`config.mk`:
```
export PLATFORM = sky130hd
export DESIGN_NAME = process_id_table_flat
export DESIGN_NICKNAME = d
export VERILOG_FILES = /design/src/rtl/pit_pkg.sv /design/src/rtl/pit_req_if.sv /design/src/rtl/pit_rsp_if.sv /design/src/rtl/process_id_table.sv /design/src/rtl/pit_ctrl.sv /design/src/rtl/pit_dp.sv /design/src/flat_wrapper.sv
export SDC_FILE = /design/constraint.sdc
export NUM_CORES = 2
export LEC_CHECK = 0
export BUFFER_PORTS_ARGS = -buffer_cell sky130_fd_sc_hd__buf_2
export CELL_PAD_IN_SITES_DETAIL_PLACEMENT = 1
export CELL_PAD_IN_SITES_GLOBAL_PLACEMENT = 1
export CORE_ASPECT_RATIO = 0.75
export CORE_MARGIN = 2
export CORE_UTILIZATION = 33
export CTS_CLUSTER_DIAMETER = 30
export CTS_CLUSTER_SIZE = 10
export DETAILED_ROUTE_END_ITERATION = 12
export HOLD_SLACK_MARGIN = 0.02
export PLACE_DENSITY = 0.55
export SLEW_MARGIN = 20
export SYNTH_ARGS = -nofsm -noshare
export SYNTH_HDL_FRONTEND = slang
export SYNTH_MEMORY_MAX_BITS = 65536
export SYNTH_SLANG_ARGS = --single-unit
export TNS_END_PERCENT = 1
```
`constraint.sdc`:
```
create_clock -name clk -period 10.5 [get_ports clk]
set_input_delay 2.1 -clock clk [delete_from_list [all_inputs] [get_ports clk]]
set_output_delay 2.1 -clock clk [all_outputs]
set_load 0.02 [all_outputs]
```
`src/rtl/pit_pkg.sv`:
```
// Shared types, field widths and codes for the process id table.
`default_nettype none

package pit_pkg;

	// Default table geometry.
	localparam int ID_COUNT_DEF    = 256;
	localparam int MIN_ID_DEF      = 2;
	localparam int HANDLE_BITS_DEF = 16;

	// Request and response field widths.
	localparam int OP_W       = 2;
	localparam int SLOT_W     = 8;
	localparam int HANDLE_W   = 16;
	localparam int STATUS_W   = 2;
	localparam int ASSIGNED_W = 8;
	localparam int HIGH_W     = 8;
	localparam int COUNT_W    = 9;

	// Response status codes.
	localparam logic [STATUS_W-1:0] ST_OK    = 2'd0;
	localparam logic [STATUS_W-1:0] ST_RANGE = 2'd1;
	localparam logic [STATUS_W-1:0] ST_FULL  = 2'd2;

	// Request kinds.
	typedef enum logic [OP_W-1:0] {
		OP_GET    = 2'd0,
		OP_SET    = 2'd1,
		OP_REMOVE = 2'd2,
		OP_ADD    = 2'd3
	} op_t;

	// Controller states.
	typedef enum logic [2:0] {
		S_CLEAR,
		S_IDLE,
		S_LOOK,
		S_UP,
		S_APP,
		S_DN
	} pit_state_t;

	// Datapath actions issued by the controller.
	typedef enum logic [3:0] {
		ACT_NONE,
		ACT_CLEAR,
		ACT_ACCEPT,
		ACT_REJECT,
		ACT_GET,
		ACT_SET,
		ACT_REM_MISS,
		ACT_REM_DONE,
		ACT_REM_SCAN,
		ACT_UP_PLACE,
		ACT_UP_NEXT,
		ACT_FULL,
		ACT_APPEND_RD,
		ACT_APPEND,
		ACT_DN_DONE,
		ACT_DN_NEXT
	} pit_act_t;

	typedef struct packed {
		pit_act_t act;
	} pit_cmd_t;

	// Datapath conditions seen by the controller.
	typedef struct packed {
		op_t  op;          // kind of the request in progress
		logic bad;         // id outside the valid range
		logic hit;         // addressed slot is occupied
		logic id_high;     // addressed slot is the highest id
		logic inrow_hit;   // an occupied slot lies below the id in its own row
		logic row_zero;    // scan pointer is at the first row
		logic row_any;     // row under the scan pointer has an occupied slot
		logic free_any;    // row under the scan pointer has a usable free slot
		logic row_last_up; // no free candidates lie beyond the current row
		logic full;        // highest id is at the top of the table
		logic clr_last;    // clearing pass is at its last row
		logic out_free;    // response register can take a new response
	} pit_sts_t;

endpackage

`default_nettype wire

```
`src/rtl/pit_req_if.sv`:
```
// Request channel of the process id table.
`default_nettype none

interface pit_req_if import pit_pkg::*; ();

	logic                valid;
	logic                ready;
	logic [OP_W-1:0]     op;
	logic [SLOT_W-1:0]   slot_id;
	logic [HANDLE_W-1:0] handle;

	modport source (output valid, output op, output slot_id, output handle, input ready);
	modport sink (input valid, input op, input slot_id, input handle, output ready);

endinterface

`default_nettype wire

```
`src/rtl/pit_rsp_if.sv`:
```
// Response channel of the process id table.
`default_nettype none

interface pit_rsp_if import pit_pkg::*; ();

	logic                  valid;
	logic                  ready;
	logic [STATUS_W-1:0]   status;
	logic [ASSIGNED_W-1:0] assigned_id;
	logic [HANDLE_W-1:0]   handle_out;
	logic                  found;
	logic [HIGH_W-1:0]     highest_id;
	logic [COUNT_W-1:0]    entry_count;

	modport source (
		output valid, output status, output assigned_id, output handle_out,
		output found, output highest_id, output entry_count, input ready
	);
	modport sink (
		input valid, input status, input assigned_id, input handle_out,
		input found, input highest_id, input entry_count, output ready
	);

endinterface

`default_nettype wire

```
`src/rtl/process_id_table.sv`:
```
// Top level of the process id table: first-free id allocator with get, set, remove and add.
//
//   Channel  Role    Contents
//   req      sink    op, slot_id, handle
//   rsp      source  status, assigned_id, handle_out, found, highest_id, entry_count
//
// Get, set, remove and rejected requests finish in the look state. Add reads one occupancy row
// (32 ids by default) per cycle from the bottom up to the row of the highest id, and may then
// append the id above the highest. Removing the highest id, when no lower occupied id shares
// its row, scans rows downward. After reset a clearing pass writes every occupancy row, one a
// cycle (8 rows by default). A finished request holds while the response register is full.
`default_nettype none

module process_id_table import pit_pkg::*; #(
	parameter int ID_COUNT    = ID_COUNT_DEF,
	parameter int MIN_ID      = MIN_ID_DEF,
	parameter int HANDLE_BITS = HANDLE_BITS_DEF
) (
	input  logic      clk,
	input  logic      arst_n,
	pit_req_if.sink   req,
	pit_rsp_if.source rsp
);

	pit_cmd_t cmd;
	pit_sts_t sts;
	logic     rdy;

	assign req.ready = rdy;

	// Sequencing of each request.
	pit_ctrl u_ctrl (
		.clk       (clk),
		.arst_n    (arst_n),
		.req_valid (req.valid),
		.req_op    (op_t'(req.op)),
		.req_ready (rdy),
		.sts       (sts),
		.cmd       (cmd)
	);

	// Memories, searches and response register.
	pit_dp #(
		.ID_COUNT    (ID_COUNT),
		.MIN_ID      (MIN_ID),
		.HANDLE_BITS (HANDLE_BITS)
	) u_dp (
		.clk         (clk),
		.arst_n      (arst_n),
		.cmd         (cmd),
		.sts         (sts),
		.req_op      (req.op),
		.req_slot_id (req.slot_id),
		.req_handle  (req.handle),
		.rsp         (rsp)
	);

endmodule

`default_nettype wire

```
`src/rtl/pit_ctrl.sv`:
```
// Controller state machine of the process id table.
`default_nettype none

module pit_ctrl import pit_pkg::*; (
	input  logic     clk,
	input  logic     arst_n,
	input  logic     req_valid,
	input  op_t      req_op,
	output logic     req_ready,
	input  pit_sts_t sts,
	output pit_cmd_t cmd
);

	pit_state_t state_q;
	pit_state_t state_d;

	// State register.
	always_ff @(posedge clk or negedge arst_n) begin
		if (!arst_n) begin
			state_q <= S_CLEAR;
		end else begin
			state_q <= state_d;
		end
	end

	// Next state and datapath actions.
	always_comb begin
		state_d   = state_q;
		cmd.act   = ACT_NONE;
		req_ready = 1'b0;
		case (state_q)
			S_CLEAR: begin
				cmd.act = ACT_CLEAR;
				if (sts.clr_last) begin
					state_d = S_IDLE;
				end
			end
			S_IDLE: begin
				req_ready = 1'b1;
				if (req_valid) begin
					cmd.act = ACT_ACCEPT;
					state_d = (req_op == OP_ADD) ? S_UP : S_LOOK;
				end
			end
			S_LOOK: begin
				if (sts.bad) begin
					if (sts.out_free) begin
						cmd.act = ACT_REJECT;
						state_d = S_IDLE;
					end
				end else begin
					case (sts.op)
						OP_GET: begin
							if (sts.out_free) begin
								cmd.act = ACT_GET;
								state_d = S_IDLE;
							end
						end
						OP_SET: begin
							if (sts.out_free) begin
								cmd.act = ACT_SET;
								state_d = S_IDLE;
							end
						end
						OP_REMOVE: begin
							if (!sts.hit) begin
								if (sts.out_free) begin
									cmd.act = ACT_REM_MISS;
									state_d = S_IDLE;
								end
							end else if (sts.id_high && !sts.inrow_hit && !sts.row_zero) begin
								// The new highest id lies in a lower row.
								cmd.act = ACT_REM_SCAN;
								state_d = S_DN;
							end else if (sts.out_free) begin
								cmd.act = ACT_REM_DONE;
								state_d = S_IDLE;
							end
						end
						default: begin
							state_d = S_IDLE;
						end
					endcase
				end
			end
			S_UP: begin
				// Upward search for the lowest free slot below the highest id.
				if (sts.free_any) begin
					if (sts.out_free) begin
						cmd.act = ACT_UP_PLACE;
						state_d = S_IDLE;
					end
				end else if (!sts.row_last_up) begin
					cmd.act = ACT_UP_NEXT;
				end else if (sts.full) begin
					if (sts.out_free) begin
						cmd.act = ACT_FULL;
						state_d = S_IDLE;
					end
				end else begin
					cmd.act = ACT_APPEND_RD;
					state_d = S_APP;
				end
			end
			S_APP: begin
				if (sts.out_free) begin
					cmd.act = ACT_APPEND;
					state_d = S_IDLE;
				end
			end
			S_DN: begin
				// Downward search for the new highest id.
				if (sts.row_any || sts.row_zero) begin
					if (sts.out_free) begin
						cmd.act = ACT_DN_DONE;
						state_d = S_IDLE;
					end
				end else begin
					cmd.act = ACT_DN_NEXT;
				end
			end
			default: begin
				state_d = S_IDLE;
			end
		endcase
	end

endmodule

`default_nettype wire

```
`src/rtl/pit_dp.sv`:
```
// Datapath of the process id table: occupancy and handle memories, row scans, response register.
`default_nettype none

module pit_dp import pit_pkg::*; #(
	parameter int ID_COUNT    = ID_COUNT_DEF,
	parameter int MIN_ID      = MIN_ID_DEF,
	parameter int HANDLE_BITS = HANDLE_BITS_DEF
) (
	input  logic                clk,
	input  logic                arst_n,
	input  pit_cmd_t            cmd,
	output pit_sts_t            sts,
	input  logic [OP_W-1:0]     req_op,
	input  logic [SLOT_W-1:0]   req_slot_id,
	input  logic [HANDLE_W-1:0] req_handle,
	pit_rsp_if.source           rsp
);

	localparam int IW      = $clog2(ID_COUNT);
	localparam int RW_BITS = (IW - 1 < 5) ? IW - 1 : 5;
	localparam int ROW_W   = 1 << RW_BITS;
	localparam int ROWS    = (ID_COUNT + ROW_W - 1) / ROW_W;
	localparam int RIW     = IW - RW_BITS;
	localparam int CW      = $clog2(ID_COUNT + 1);

	// Memories: one occupancy row per ROW_W ids, one handle per id.
	logic [ROW_W-1:0]       occ_mem [ROWS];
	logic [HANDLE_BITS-1:0] h_mem   [ID_COUNT];
	logic [ROW_W-1:0]       occ_rd_q;
	logic [HANDLE_BITS-1:0] hrd_q;

	// Request in progress.
	op_t                    op_q;
	logic                   bad_q;
	logic [SLOT_W-1:0]      id_q;
	logic [IW-1:0]          idx_q;
	logic [HANDLE_BITS-1:0] hnd_q;

	// Table state and search pointers.
	logic [IW-1:0]          highest_q;
	logic [CW-1:0]          count_q;
	logic [RIW-1:0]         row_q;
	logic [IW-1:0]          tgt_q;

	// Response register.
	logic                   vld_q;
	logic [STATUS_W-1:0]    status_q;
	logic [ASSIGNED_W-1:0]  asg_q;
	logic [HANDLE_W-1:0]    hout_q;
	logic                   fnd_q;
	logic [HIGH_W-1:0]      high_q;
	logic [COUNT_W-1:0]     cnt_q;

	logic [IW-1:0]          acc_idx;
	logic                   acc_bad;
	logic [RW_BITS-1:0]     pos_id;
	logic [RIW-1:0]         row_id;
	logic [ROW_W-1:0]       bit_id;
	logic                   hit;
	logic [ROW_W-1:0]       masked_dn;
	logic [RIW-1:0]         hi_row;
	logic [RW_BITS-1:0]     hi_pos;
	logic [ROW_W-1:0]       up_mask;
	logic [ROW_W-1:0]       free_bits;
	logic [RW_BITS-1:0]     lsb_free;
	logic [RW_BITS-1:0]     msb_dn;
	logic [RW_BITS-1:0]     msb_all;
	logic [RW_BITS-1:0]     tgt_pos;

	logic                   occ_we;
	logic [RIW-1:0]         occ_wa;
	logic [ROW_W-1:0]       occ_wd;
	logic                   occ_re;
	logic [RIW-1:0]         occ_ra;
	logic                   h_we;
	logic [IW-1:0]          h_wa;
	logic [RIW-1:0]         row_d;
	logic [IW-1:0]          tgt_d;
	logic [IW-1:0]          highest_d;
	logic [CW-1:0]          count_d;
	logic                   emit;
	logic [STATUS_W-1:0]    st_d;
	logic [ASSIGNED_W-1:0]  asg_d;
	logic [HANDLE_W-1:0]    hout_d;
	logic                   fnd_d;
	logic                   out_free;

	// Decode of the incoming request.
	assign acc_idx = IW'(req_slot_id);
	assign acc_bad = !((32'(req_slot_id) >= 32'(MIN_ID)) && (32'(req_slot_id) < 32'(ID_COUNT)));

	// Position of the addressed slot within its row.
	assign pos_id    = idx_q[RW_BITS-1:0];
	assign row_id    = idx_q[IW-1:RW_BITS];
	assign bit_id    = ROW_W'(1) << pos_id;
	assign hit       = occ_rd_q[pos_id];
	assign masked_dn = occ_rd_q & (bit_id - ROW_W'(1));
	assign tgt_pos   = tgt_q[RW_BITS-1:0];

	// Candidate window for the free-slot search: ids 1 up to highest-1.
	assign hi_row = highest_q[IW-1:RW_BITS];
	assign hi_pos = highest_q[RW_BITS-1:0];

	always_comb begin
		if (row_q < hi_row) begin
			up_mask = '1;
		end else if (row_q == hi_row) begin
			up_mask = (ROW_W'(1) << hi_pos) - ROW_W'(1);
		end else begin
			up_mask = '0;
		end
		if (row_q == '0) begin
			up_mask[0] = 1'b0;
		end
	end

	assign free_bits = ~occ_rd_q & up_mask;

	// Priority encoders over one row.
	always_comb begin
		lsb_free = '0;
		for (int i = ROW_W - 1; i >= 0; i--) begin
			if (free_bits[i]) begin
				lsb_free = RW_BITS'(i);
			end
		end
	end

	always_comb begin
		msb_dn  = '0;
		msb_all = '0;
		for (int i = 0; i < ROW_W; i++) begin
			if (masked_dn[i]) begin
				msb_dn = RW_BITS'(i);
			end
			if (occ_rd_q[i]) begin
				msb_all = RW_BITS'(i);
			end
		end
	end

	assign out_free = !vld_q || rsp.ready;

	// Conditions for the controller.
	always_comb begin
		sts.op          = op_q;
		sts.bad         = bad_q;
		sts.hit         = hit;
		sts.id_high     = (idx_q == highest_q);
		sts.inrow_hit   = |masked_dn;
		sts.row_zero    = (row_q == '0);
		sts.row_any     = |occ_rd_q;
		sts.free_any    = |free_bits;
		sts.row_last_up = (row_q >= hi_row);
		sts.full        = (highest_q >= IW'(ID_COUNT - 1));
		sts.clr_last    = (row_q == RIW'(ROWS - 1));
		sts.out_free    = out_free;
	end

	// Action decode: memory ports, state updates and response fields.
	always_comb begin
		occ_we    = 1'b0;
		occ_wa    = row_id;
		occ_wd    = occ_rd_q;
		occ_re    = 1'b0;
		occ_ra    = row_q;
		h_we      = 1'b0;
		h_wa      = idx_q;
		row_d     = row_q;
		tgt_d     = tgt_q;
		highest_d = highest_q;
		count_d   = count_q;
		emit      = 1'b0;
		st_d      = ST_OK;
		asg_d     = id_q;
		hout_d    = '0;
		fnd_d     = 1'b0;
		case (cmd.act)
			ACT_CLEAR: begin
				occ_we = 1'b1;
				occ_wa = row_q;
				occ_wd = '0;
				row_d  = row_q + RIW'(1);
			end
			ACT_ACCEPT: begin
				occ_re = 1'b1;
				occ_ra = (op_t'(req_op) == OP_ADD) ? '0 : acc_idx[IW-1:RW_BITS];
				row_d  = occ_ra;
			end
			ACT_REJECT: begin
				emit = 1'b1;
				st_d = ST_RANGE;
			end
			ACT_GET: begin
				emit   = 1'b1;
				fnd_d  = hit;
				hout_d = hit ? HANDLE_W'(hrd_q) : '0;
			end
			ACT_SET: begin
				occ_we    = 1'b1;
				occ_wd    = occ_rd_q | bit_id;
				h_we      = 1'b1;
				count_d   = count_q + CW'(!hit);
				highest_d = (idx_q > highest_q) ? idx_q : highest_q;
				emit      = 1'b1;
				fnd_d     = hit;
			end
			ACT_REM_MISS: begin
				emit = 1'b1;
			end
			ACT_REM_DONE: begin
				occ_we  = 1'b1;
				occ_wd  = occ_rd_q & ~bit_id;
				count_d = count_q - CW'(1);
				if (idx_q == highest_q) begin
					highest_d = sts.inrow_hit ? {row_id, msb_dn} : '0;
				end
				emit    = 1'b1;
				fnd_d   = 1'b1;
				hout_d  = HANDLE_W'(hrd_q);
			end
			ACT_REM_SCAN: begin
				occ_we  = 1'b1;
				occ_wd  = occ_rd_q & ~bit_id;
				count_d = count_q - CW'(1);
				row_d   = row_q - RIW'(1);
				occ_re  = 1'b1;
				occ_ra  = row_d;
			end
			ACT_UP_PLACE: begin
				occ_we  = 1'b1;
				occ_wa  = row_q;
				occ_wd  = occ_rd_q | (ROW_W'(1) << lsb_free);
				h_we    = 1'b1;
				h_wa    = {row_q, lsb_free};
				count_d = count_q + CW'(1);
				emit    = 1'b1;
				asg_d   = ASSIGNED_W'({row_q, lsb_free});
			end
			ACT_UP_NEXT: begin
				row_d  = row_q + RIW'(1);
				occ_re = 1'b1;
				occ_ra = row_d;
			end
			ACT_FULL: begin
				emit  = 1'b1;
				st_d  = ST_FULL;
				asg_d = '0;
			end
			ACT_APPEND_RD: begin
				tgt_d  = highest_q + IW'(1);
				occ_re = 1'b1;
				occ_ra = tgt_d[IW-1:RW_BITS];
			end
			ACT_APPEND: begin
				occ_we    = 1'b1;
				occ_wa    = tgt_q[IW-1:RW_BITS];
				occ_wd    = occ_rd_q | (ROW_W'(1) << tgt_pos);
				h_we      = 1'b1;
				h_wa      = tgt_q;
				count_d   = count_q + CW'(1);
				highest_d = tgt_q;
				emit      = 1'b1;
				asg_d     = ASSIGNED_W'(tgt_q);
			end
			ACT_DN_DONE: begin
				highest_d = sts.row_any ? {row_q, msb_all} : '0;
				emit      = 1'b1;
				fnd_d     = 1'b1;
				hout_d    = HANDLE_W'(hrd_q);
			end
			ACT_DN_NEXT: begin
				row_d  = row_q - RIW'(1);
				occ_re = 1'b1;
				occ_ra = row_d;
			end
			default: begin
			end
		endcase
	end

	// Occupancy memory: one write and one registered read per cycle.
	always_ff @(posedge clk) begin
		if (occ_we) begin
			occ_mem[occ_wa] <= occ_wd;
		end
		if (occ_re) begin
			occ_rd_q <= occ_mem[occ_ra];
		end
	end

	// Handle memory: read when a request is taken, written by set and add.
	always_ff @(posedge clk) begin
		if (h_we) begin
			h_mem[h_wa] <= hnd_q;
		end
		if (cmd.act == ACT_ACCEPT) begin
			hrd_q <= h_mem[acc_idx];
		end
	end

	// Request capture.
	always_ff @(posedge clk) begin
		if (cmd.act == ACT_ACCEPT) begin
			op_q  <= op_t'(req_op);
			bad_q <= acc_bad;
			id_q  <= req_slot_id;
			idx_q <= acc_idx;
			hnd_q <= HANDLE_BITS'(req_handle);
		end
		tgt_q <= tgt_d;
	end

	// Table state and scan pointer.
	always_ff @(posedge clk or negedge arst_n) begin
		if (!arst_n) begin
			highest_q <= '0;
			count_q   <= '0;
			row_q     <= '0;
		end else begin
			highest_q <= highest_d;
			count_q   <= count_d;
			row_q     <= row_d;
		end
	end

	// Response register valid flag.
	always_ff @(posedge clk or negedge arst_n) begin
		if (!arst_n) begin
			vld_q <= 1'b0;
		end else if (emit) begin
			vld_q <= 1'b1;
		end else if (rsp.ready) begin
			vld_q <= 1'b0;
		end
	end

	// Response register payload.
	always_ff @(posedge clk) begin
		if (emit) begin
			status_q <= st_d;
			asg_q    <= asg_d;
			hout_q   <= hout_d;
			fnd_q    <= fnd_d;
			high_q   <= HIGH_W'(highest_d);
			cnt_q    <= COUNT_W'(count_d);
		end
	end

	assign rsp.valid       = vld_q;
	assign rsp.status      = status_q;
	assign rsp.assigned_id = asg_q;
	assign rsp.handle_out  = hout_q;
	assign rsp.found       = fnd_q;
	assign rsp.highest_id  = high_q;
	assign rsp.entry_count = cnt_q;

endmodule

`default_nettype wire
```
`src/flat_wrapper.sv`:
```
// flat-port wrapper written by rule: the top's interface ports become plain ports
module process_id_table_flat import pit_pkg::*;
#(
	parameter int ID_COUNT    = ID_COUNT_DEF,
	parameter int MIN_ID      = MIN_ID_DEF,
	parameter int HANDLE_BITS = HANDLE_BITS_DEF
)
  (clk, arst_n, req_valid, req_op, req_slot_id, req_handle, req_ready, rsp_valid, rsp_status, rsp_assigned_id, rsp_handle_out, rsp_found, rsp_highest_id, rsp_entry_count, rsp_ready);
  pit_req_if req_i ();
  pit_rsp_if rsp_i ();
  input  logic clk;
  input  logic arst_n;
  input wire logic [$bits(req_i.valid)-1:0] req_valid;
  input wire logic [$bits(req_i.op)-1:0] req_op;
  input wire logic [$bits(req_i.slot_id)-1:0] req_slot_id;
  input wire logic [$bits(req_i.handle)-1:0] req_handle;
  output wire logic [$bits(req_i.ready)-1:0] req_ready;
  output wire logic [$bits(rsp_i.valid)-1:0] rsp_valid;
  output wire logic [$bits(rsp_i.status)-1:0] rsp_status;
  output wire logic [$bits(rsp_i.assigned_id)-1:0] rsp_assigned_id;
  output wire logic [$bits(rsp_i.handle_out)-1:0] rsp_handle_out;
  output wire logic [$bits(rsp_i.found)-1:0] rsp_found;
  output wire logic [$bits(rsp_i.highest_id)-1:0] rsp_highest_id;
  output wire logic [$bits(rsp_i.entry_count)-1:0] rsp_entry_count;
  input wire logic [$bits(rsp_i.ready)-1:0] rsp_ready;
  assign req_i.valid = req_valid;
  assign req_i.op = req_op;
  assign req_i.slot_id = req_slot_id;
  assign req_i.handle = req_handle;
  assign req_ready = req_i.ready;
  assign rsp_valid = rsp_i.valid;
  assign rsp_status = rsp_i.status;
  assign rsp_assigned_id = rsp_i.assigned_id;
  assign rsp_handle_out = rsp_i.handle_out;
  assign rsp_found = rsp_i.found;
  assign rsp_highest_id = rsp_i.highest_id;
  assign rsp_entry_count = rsp_i.entry_count;
  assign rsp_i.ready = rsp_ready;
  process_id_table #(.ID_COUNT(ID_COUNT), .MIN_ID(MIN_ID), .HANDLE_BITS(HANDLE_BITS)) u_core (.clk(clk), .arst_n(arst_n), .req(req_i), .rsp(rsp_i));
endmodule
```
### Word level (Yosys, flattened, before mapping)

Memory sizes are Yosys's and may differ from the RTL's. A register that Yosys moved wholly into a read port is not among the register bits.
Index checks and enable logic that the tools add are counted.

| storage, ports and cells | value |
|---|---|
| bits in registers | 103 |
| bits in writable memories | 4352 |
| input port bits | 30 |
| memories kept | 2 |

Memory list:

| memory | words | width | read ports | clocked after memory_dff | write ports | RTL line | source |
|---|---|---|---|---|---|---|---|
| u_core.u_dp.h_mem | 256 | 16 | 1 | 1 | 1 | pit_dp.sv:28 | `logic [HANDLE_BITS-1:0] h_mem [ID_COUNT];` |
| u_core.u_dp.occ_mem | 8 | 32 | 1 | 1 | 1 | pit_dp.sv:27 | `logic [ROW_W-1:0] occ_mem [ROWS];` |

| cells by class | value |
|---|---|
| add/subtract/negate cells | 8 |
| $lt $le $gt $ge | 6 |
| eq/ne operators | 30 |
| shift operators | 4 |
| muxes and demuxes | 159 |
| bitwise operators | 8 |
| reductions and logical operators | 30 |

Operators by type and width:

| kind | number |
|---|---|
| 5-bit two-way mux | 92 |
| 32-bit one-hot mux with 5 select lines | 1 |
| 1-bit by 5-bit << shifter with 32-bit output, first input constant | 4 |
| 32-bit bitwise AND | 3 |
| 32-bit bitwise OR | 3 |
| 32-bit OR reduction | 3 |
| 32-bit two-way mux | 2 |
| 32-bit NOT | 2 |
| 3-bit two-way mux | 15 |
| 4-bit two-way mux | 11 |
| 4-bit equality test, second input constant | 8 |
| 8-bit two-way mux | 4 |
| 16-bit one-hot mux with 2 select lines | 1 |
| 8-bit one-hot mux with 4 select lines | 1 |
| 32-bit by 1-bit subtractor with 32-bit output, second input constant | 1 |
| 32-bit by 2-bit subtractor with 32-bit output, second input constant | 1 |
| 9-bit one-hot mux with 3 select lines | 1 |
| 4-bit one-hot mux with 6 select lines | 1 |
| 8-bit one-hot mux with 3 select lines | 1 |
| 3-bit one-hot mux with 6 select lines | 1 |
| 4-bit by 3-bit equality test with 1-bit output, second input constant | 4 |
| 1-bit two-way mux | 16 |
| 16-bit two-way mux | 1 |
| 8-bit one-hot mux with 2 select lines | 1 |
| other kinds (45) | 67 |

### Depth between registers and ports, before layout

| logic depth | value |
|---|---|
| depth after elaboration | 41 |
| gate-level depth with buffers | 35 |

### By module

From an unflattened synthesis, not the netlist that was laid out.

| second synthesis, totals | value |
|---|---|
| cell total of the unflattened synthesis | 8422 |
| area total of the unflattened synthesis | 178602.5 um^2 |

By module, submodules not included:

| module | times used | cells each | area an instance (um^2) |
|---|---|---|---|
| pit_dp | 1 | 8353 | 178087.0 |
| pit_ctrl | 1 | 69 | 515.5 |

### Worst setup path before layout

No wires, ideal clock.

| path | value |
|---|---|
| path type | register -> register |
| start | register u_core.u_dp.idx_q[0] |
| end | memory u_core.u_dp.occ_mem[6][0] (netlist bit) (enable) |
| arrival | 6.968 ns |
| required time | 10.039 ns |
| path slack | 3.071 ns |
| cell stages (with the launch flop) | 22 |
| path buffers | 5 |
| clock period less this slack | 7.429 ns |
| cell sequence | edfxtp_1 buf_2 buf_1 clkbuf_1 inv_1 nor2_1 nand2_1 ha_1 clkbuf_1 clkbuf_1 nand2_1 a21oi_1 o21ai_0 nand3_1 or4_1 or3_1 a21oi_1 a21boi_2 a21oi_1 a21boi_0 nand2_1 nor3_1 |

| on the way | value |
|---|---|
| cells in the longest elaborated chain, start to end | 17 |
| elaborated cells between the ends (all ways) | 27 |
| classes of those cells | 1 x add/sub; 7 x eq/ne; 1 x shift; 11 x mux; 1 x bitwise; 6 x reduce/logical |

RTL lines:

| element | RTL line | source |
|---|---|---|
| start: declaration | pit_dp.sv:36 | `logic [IW-1:0] idx_q;` |
| start signal: assignment | pit_dp.sv:308 | `idx_q <= acc_idx;` |
| 1-bit by 5-bit << shifter with 32-bit output | pit_dp.sv:95 | `assign bit_id = ROW_W'(1) << pos_id;` |
| 32-bit by 1-bit subtractor with 32-bit output | pit_dp.sv:97 | `assign masked_dn = occ_rd_q & (bit_id - ROW_W'(1));` |
| 32-bit bitwise AND | pit_dp.sv:97 |  |
| 32-bit OR reduction | pit_dp.sv:150 | `sts.inrow_hit = \|masked_dn;` |
| 1-bit zero test | pit_ctrl.sv:71 | `end else if (sts.id_high && !sts.inrow_hit && !sts.row_zero) begin` |
| 1-bit logical AND (2 in a row) | pit_ctrl.sv:71 |  |
| 4-bit two-way mux | pit_ctrl.sv:71 |  |
| 4-bit two-way mux (*) | pit_ctrl.sv:66 | `if (!sts.hit) begin` |
| 4-bit one-hot mux with 3 select lines (*) | pit_ctrl.sv:52 | `case (sts.op)` |
| 4-bit two-way mux (*) | pit_ctrl.sv:46 | `if (sts.bad) begin` |
| 4-bit one-hot mux with 6 select lines (*) | pit_ctrl.sv:31 | `case (state_q)` |
| 4-bit by 3-bit equality test with 1-bit output, or another cell as far along | pit_dp.sv:178 | `case (cmd.act)` |
| 6-bit OR reduction (no source line) | - |  |
| 1-bit two-way mux | pit_dp.sv:178 |  |
| 1-bit two-way mux | pit_dp.sv:284 | `if (occ_we) begin` |
| 1-bit two-way mux (implied by the code) | pit_dp.sv:285 | `occ_mem[occ_wa] <= occ_wd;` |
| end: declaration | pit_dp.sv:27 |  |

Mark *: on every way between the ends. The rest lies on a longest branch, timed or not. The select of a mux whose other input is x is not followed.

### Final worst setup path

| path | value |
|---|---|
| start | register u_core.u_dp.highest_q[0] |
| end | memory u_core.u_dp.h_mem[214][9] (netlist bit) (enable) |

| on the way | value |
|---|---|
| cells in the longest elaborated chain, start to end | 38 |
| elaborated cells between the ends (all ways) | 59 |
| classes of those cells | 1 x add/sub; 1 x order compare; 4 x eq/ne; 1 x shift; 47 x mux; 1 x bitwise; 4 x reduce/logical |

RTL lines:

| element | RTL line | source |
|---|---|---|
| start: declaration | pit_dp.sv:40 | `logic [IW-1:0] highest_q;` |
| start signal: assignment | pit_dp.sv:321 | `highest_q <= highest_d;` |
| 1-bit by 5-bit << shifter with 32-bit output | pit_dp.sv:108 | `up_mask = (ROW_W'(1) << hi_pos) - ROW_W'(1);` |
| 32-bit by 2-bit subtractor with 32-bit output | pit_dp.sv:108 |  |
| 32-bit two-way mux | pit_dp.sv:107 | `end else if (row_q == hi_row) begin` |
| 32-bit two-way mux | pit_dp.sv:105 | `if (row_q < hi_row) begin` |
| 32-bit bitwise AND | pit_dp.sv:117 | `assign free_bits = ~occ_rd_q & up_mask;` |
| 5-bit two-way mux (32 in a row) | pit_dp.sv:123 | `if (free_bits[i]) begin` |
| 8-bit one-hot mux with 2 select lines | pit_dp.sv:178 |  |
| end: declaration | pit_dp.sv:28 |  |

Parallel ways exist; a longest one is shown, timed or not.

==> results.yml <==
setup_path:
  worst_setup_path_end_kind: "register"
  crit_arrival_ps: 9630
  crit_type: "register to register"
  critPathLaunchType: "register"
  critPathMaxFanout: 16
  cp.required_ps: 11180
logic_synthesis:
  synth_top_area_cell: "edfxtp_1"
  ys_types: 96
  yosysSeqAreaShare: 0.759
  syn_avg_cell_area_um2: 22.1
  synth_seq_cells: 4503
  synthAdderAreaFrac: 0.00229
  synth_xor_area_frac: 0.00103
  synth_top_family_by_area: "multiplexers"
  synthTopCellsByArea: "edfxtp_1, mux4_2, nor2_1"
  synthesis.nets: 8128
  yosys_warnings: 0
  synthArstFlopShare: 0.00533
  yosys.area_share.simple: 0.0236
  synth_top_area_frac: 0.755
  syn_inst: 8066
  synth-compound-area-share: 0.0241
  synth.mux.area_fraction: 0.179
  synth_edf_count: 4479
  ys.flop_type: "edfxtp_1"
  syn-cell-area_um2: 178000
layout:
  area_growth_pct: 21.4
  finalInstanceArea_um2: 216000
  drive_gt1_frac: 0.360
  finalNetCount: 8822
  final_cell_mix: "edfxtp_1, mux4_2, clkbuf_16, buf_4, nor2_2"
  final_common_cell: "edfxtp_1"
  stdcell_count: 16600
sta:
  clock.fmax_ghz: 0.112
  slew_violations: 0
  slew_headroom: 0.137
  clock-skew-final_ps: 74.8
  fin_crit_ps: 8950
  finalSetupViolations: 0
  fin_ws_ps: 1550
  fin_crit_sh: 0.852
  finalHoldViolations: 0
  rsz0062_at_grt: "false"
  worst-slew-pin-transition_ps: 1290
  tns_ps: 0
run:
  cap_violations: 0
route:
  dr.pass1.iters: 5
  post-route-drc-count: 0
  vias: 90900
  vias_per_cell: 5.48
  wire_per_inst_um: 33.1
  routed_wl_um: 550000
  drtIter0Drc: 11400
  antenna_left: 0
global_route:
  grt_max_degree: 160
  antenna_found_initial: 84
  overflow: 0
  first_global_vias: 93300
  grt_use_total: 0.198
  grt_pass1_wl_um: 766000
clock_network:
  cts_buffer_depth: 4
  clk_pin_slew_ps: 50
  numCtsBuffers: 780
  cts_resized: 0
  clockRootBuffer: "clkbuf_16"
  tritoncts: "yes"
  cts_hold_buffers: 0
  clock-sinks: 4503
  cts.htree.levels: 6
  post_cts_buffers: 0
  clkLatencyLatePin_ps: 1120
place:
  place_area_um2: 189000
  hpwl_um: 332000
  place_inst: 15100
  port_buffers: 75
  dpl_worst_slack_ps: 1650
  gp_congestion: 0.863
floorplan:
  rows: 233
  core_um2: 537000
  die_y_um: 640
  initial_utilization: 0.331
  fp.dieW_um: 852
  ios: 76
  dieArea_um2: 546000
power:
  net-switching-power_mw: 15.5
  leakagePower_nw: 68.0
  power_density_nw_per_um2: 258
  vdd_drop_max_mv: 0.230
  sw_frac_of_total: 0.278
  p_seq_frac: 0.393
  internal-power_mw: 40.2
  p_comb_frac: 0.145
  clockPowerShare: 0.462
outcome:
  status: "complete, no violations"
worst_hold_path:
  worst_hold_path_type: "register to register"
[state kept, by name, summed over array words and instances (netlist names), 9 cells and up]
name                         cells
u_core.u_dp.hnd_q               16
u_core.u_dp.hrd_q               16
u_core.u_dp.rsp.entry_count      9
u_core.u_dp.rsp.handle_out      16
u_core.u_dp.occ_mem            256
u_core.u_dp.count_q              9
u_core.u_dp.h_mem             4096
u_core.u_dp.occ_rd_q            32
[per-layer routing]
metal  share of wire  wire [µm]  GRT usage  vias to the layer above
li1                -          -          -                    36200
met1            0.45     245000      0.295                    50000
met2            0.45     245000      0.295                     4030
met3           0.087      48000     0.0466                      708
met4           0.021      11500     0.0451                       12
met5         0.00016         89          0                        -
[kinds of logic (layout without fill, tap and decap cells)]
logic type,after synthesis,count (layout)
XOR/XNOR,21,21
multiplexers,1500,1500
flip-flops,4503,4503
other,0,18
adder cells (fa/ha/maj),32,32
AO/OA/AOI/OAI,596,596
buffers and inverters,512,1870
AND/OR/NAND/NOR,902,902
[critical path: stages, from the launching register on]
cell	delay, ps
dfrtp_1	490
inv_1	140
ha_1	430
nor3_2	800
o32ai_1	260
nor4_1	800
a31oi_1	240
a211oi_2	360
or3b_1	510
or2_1	380
o21ai_1	330
and2_1	480
nand2_1	250
a21boi_0	820
nand2_2	820
buf_12	450
nor2_2	840
[worst paths after layout]
path | from | end | slack (ps) | depth (start not counted)
worst max-delay path | u_core.u_dp.highest_q[0] | u_core.u_dp.h_mem[214][9] | 1550 | 16
worst min-delay path | u_core.u_dp.count_q[8] | u_core.u_dp.count_q[8] | 490 | 1
min in group asynchronous | arst_n | u_core.u_dp.highest_q[3] | 1060 | 1
max in group asynchronous | arst_n | u_core.u_ctrl.state_q[0] | 8950 | 1
worst max register to register | u_core.u_dp.highest_q[0] | u_core.u_dp.h_mem[214][9] | 1550 | 16
worst min register to register | u_core.u_dp.count_q[8] | u_core.u_dp.count_q[8] | 490 | 1
[cell usage after synthesis, types with 25 or more instances]
cell type,instances
nand2_1,173
buf_1,139
o22ai_1,45
mux4_2,1336
mux2_2,79
inv_1,42
nor2b_1,29
buf_2,28
and2_1,42
ha_1,31
nand3_1,40
nand2b_1,33
o221ai_1,25
a31oi_1,30
a221oi_2,29
edfxtp_1,4479
o211ai_1,27
nor2_1,405
nor3_1,47
clkbuf_1,278
mux2i_1,83
a21oi_1,112
o21ai_0,104
a221oi_1,25
[through the flow]
stage / total power, mW / util / hold WS [ps]
after floorplan: 26.6 / - / 440
after global placement: 30.1 / 0.352 / 474
after detailed placement: 30.3 / 0.352 / 478
after CTS: 56.1 / 0.402 / 498
after global routing: 57.3 / 0.402 / 531
final: 55.7 / 0.402 / 492
[cell type report]
type	instances	area [µm²]
fillers	50300	321000
flip-flops and latches	4503	135000
multi-input cells	3051	41800
clock buffers	880	20100
well taps	7167	8970
clock inverters	566	6730
repair buffers	377	3290
inverters	47	181
diodes	18	45.0
[power by group through the flow]
stage	Clock, mW	Sequential [mW]	Combinational, mW
after floorplan	0	22.7	3.93
after global placement	0	22.2	7.89
after detailed placement	0	22.2	8.04
after CTS	26.1	21.9	8.07
after global routing	26.9	21.9	8.55
final	25.7	21.9	8.06
Note: power is estimated with default switching activity, not from simulation.
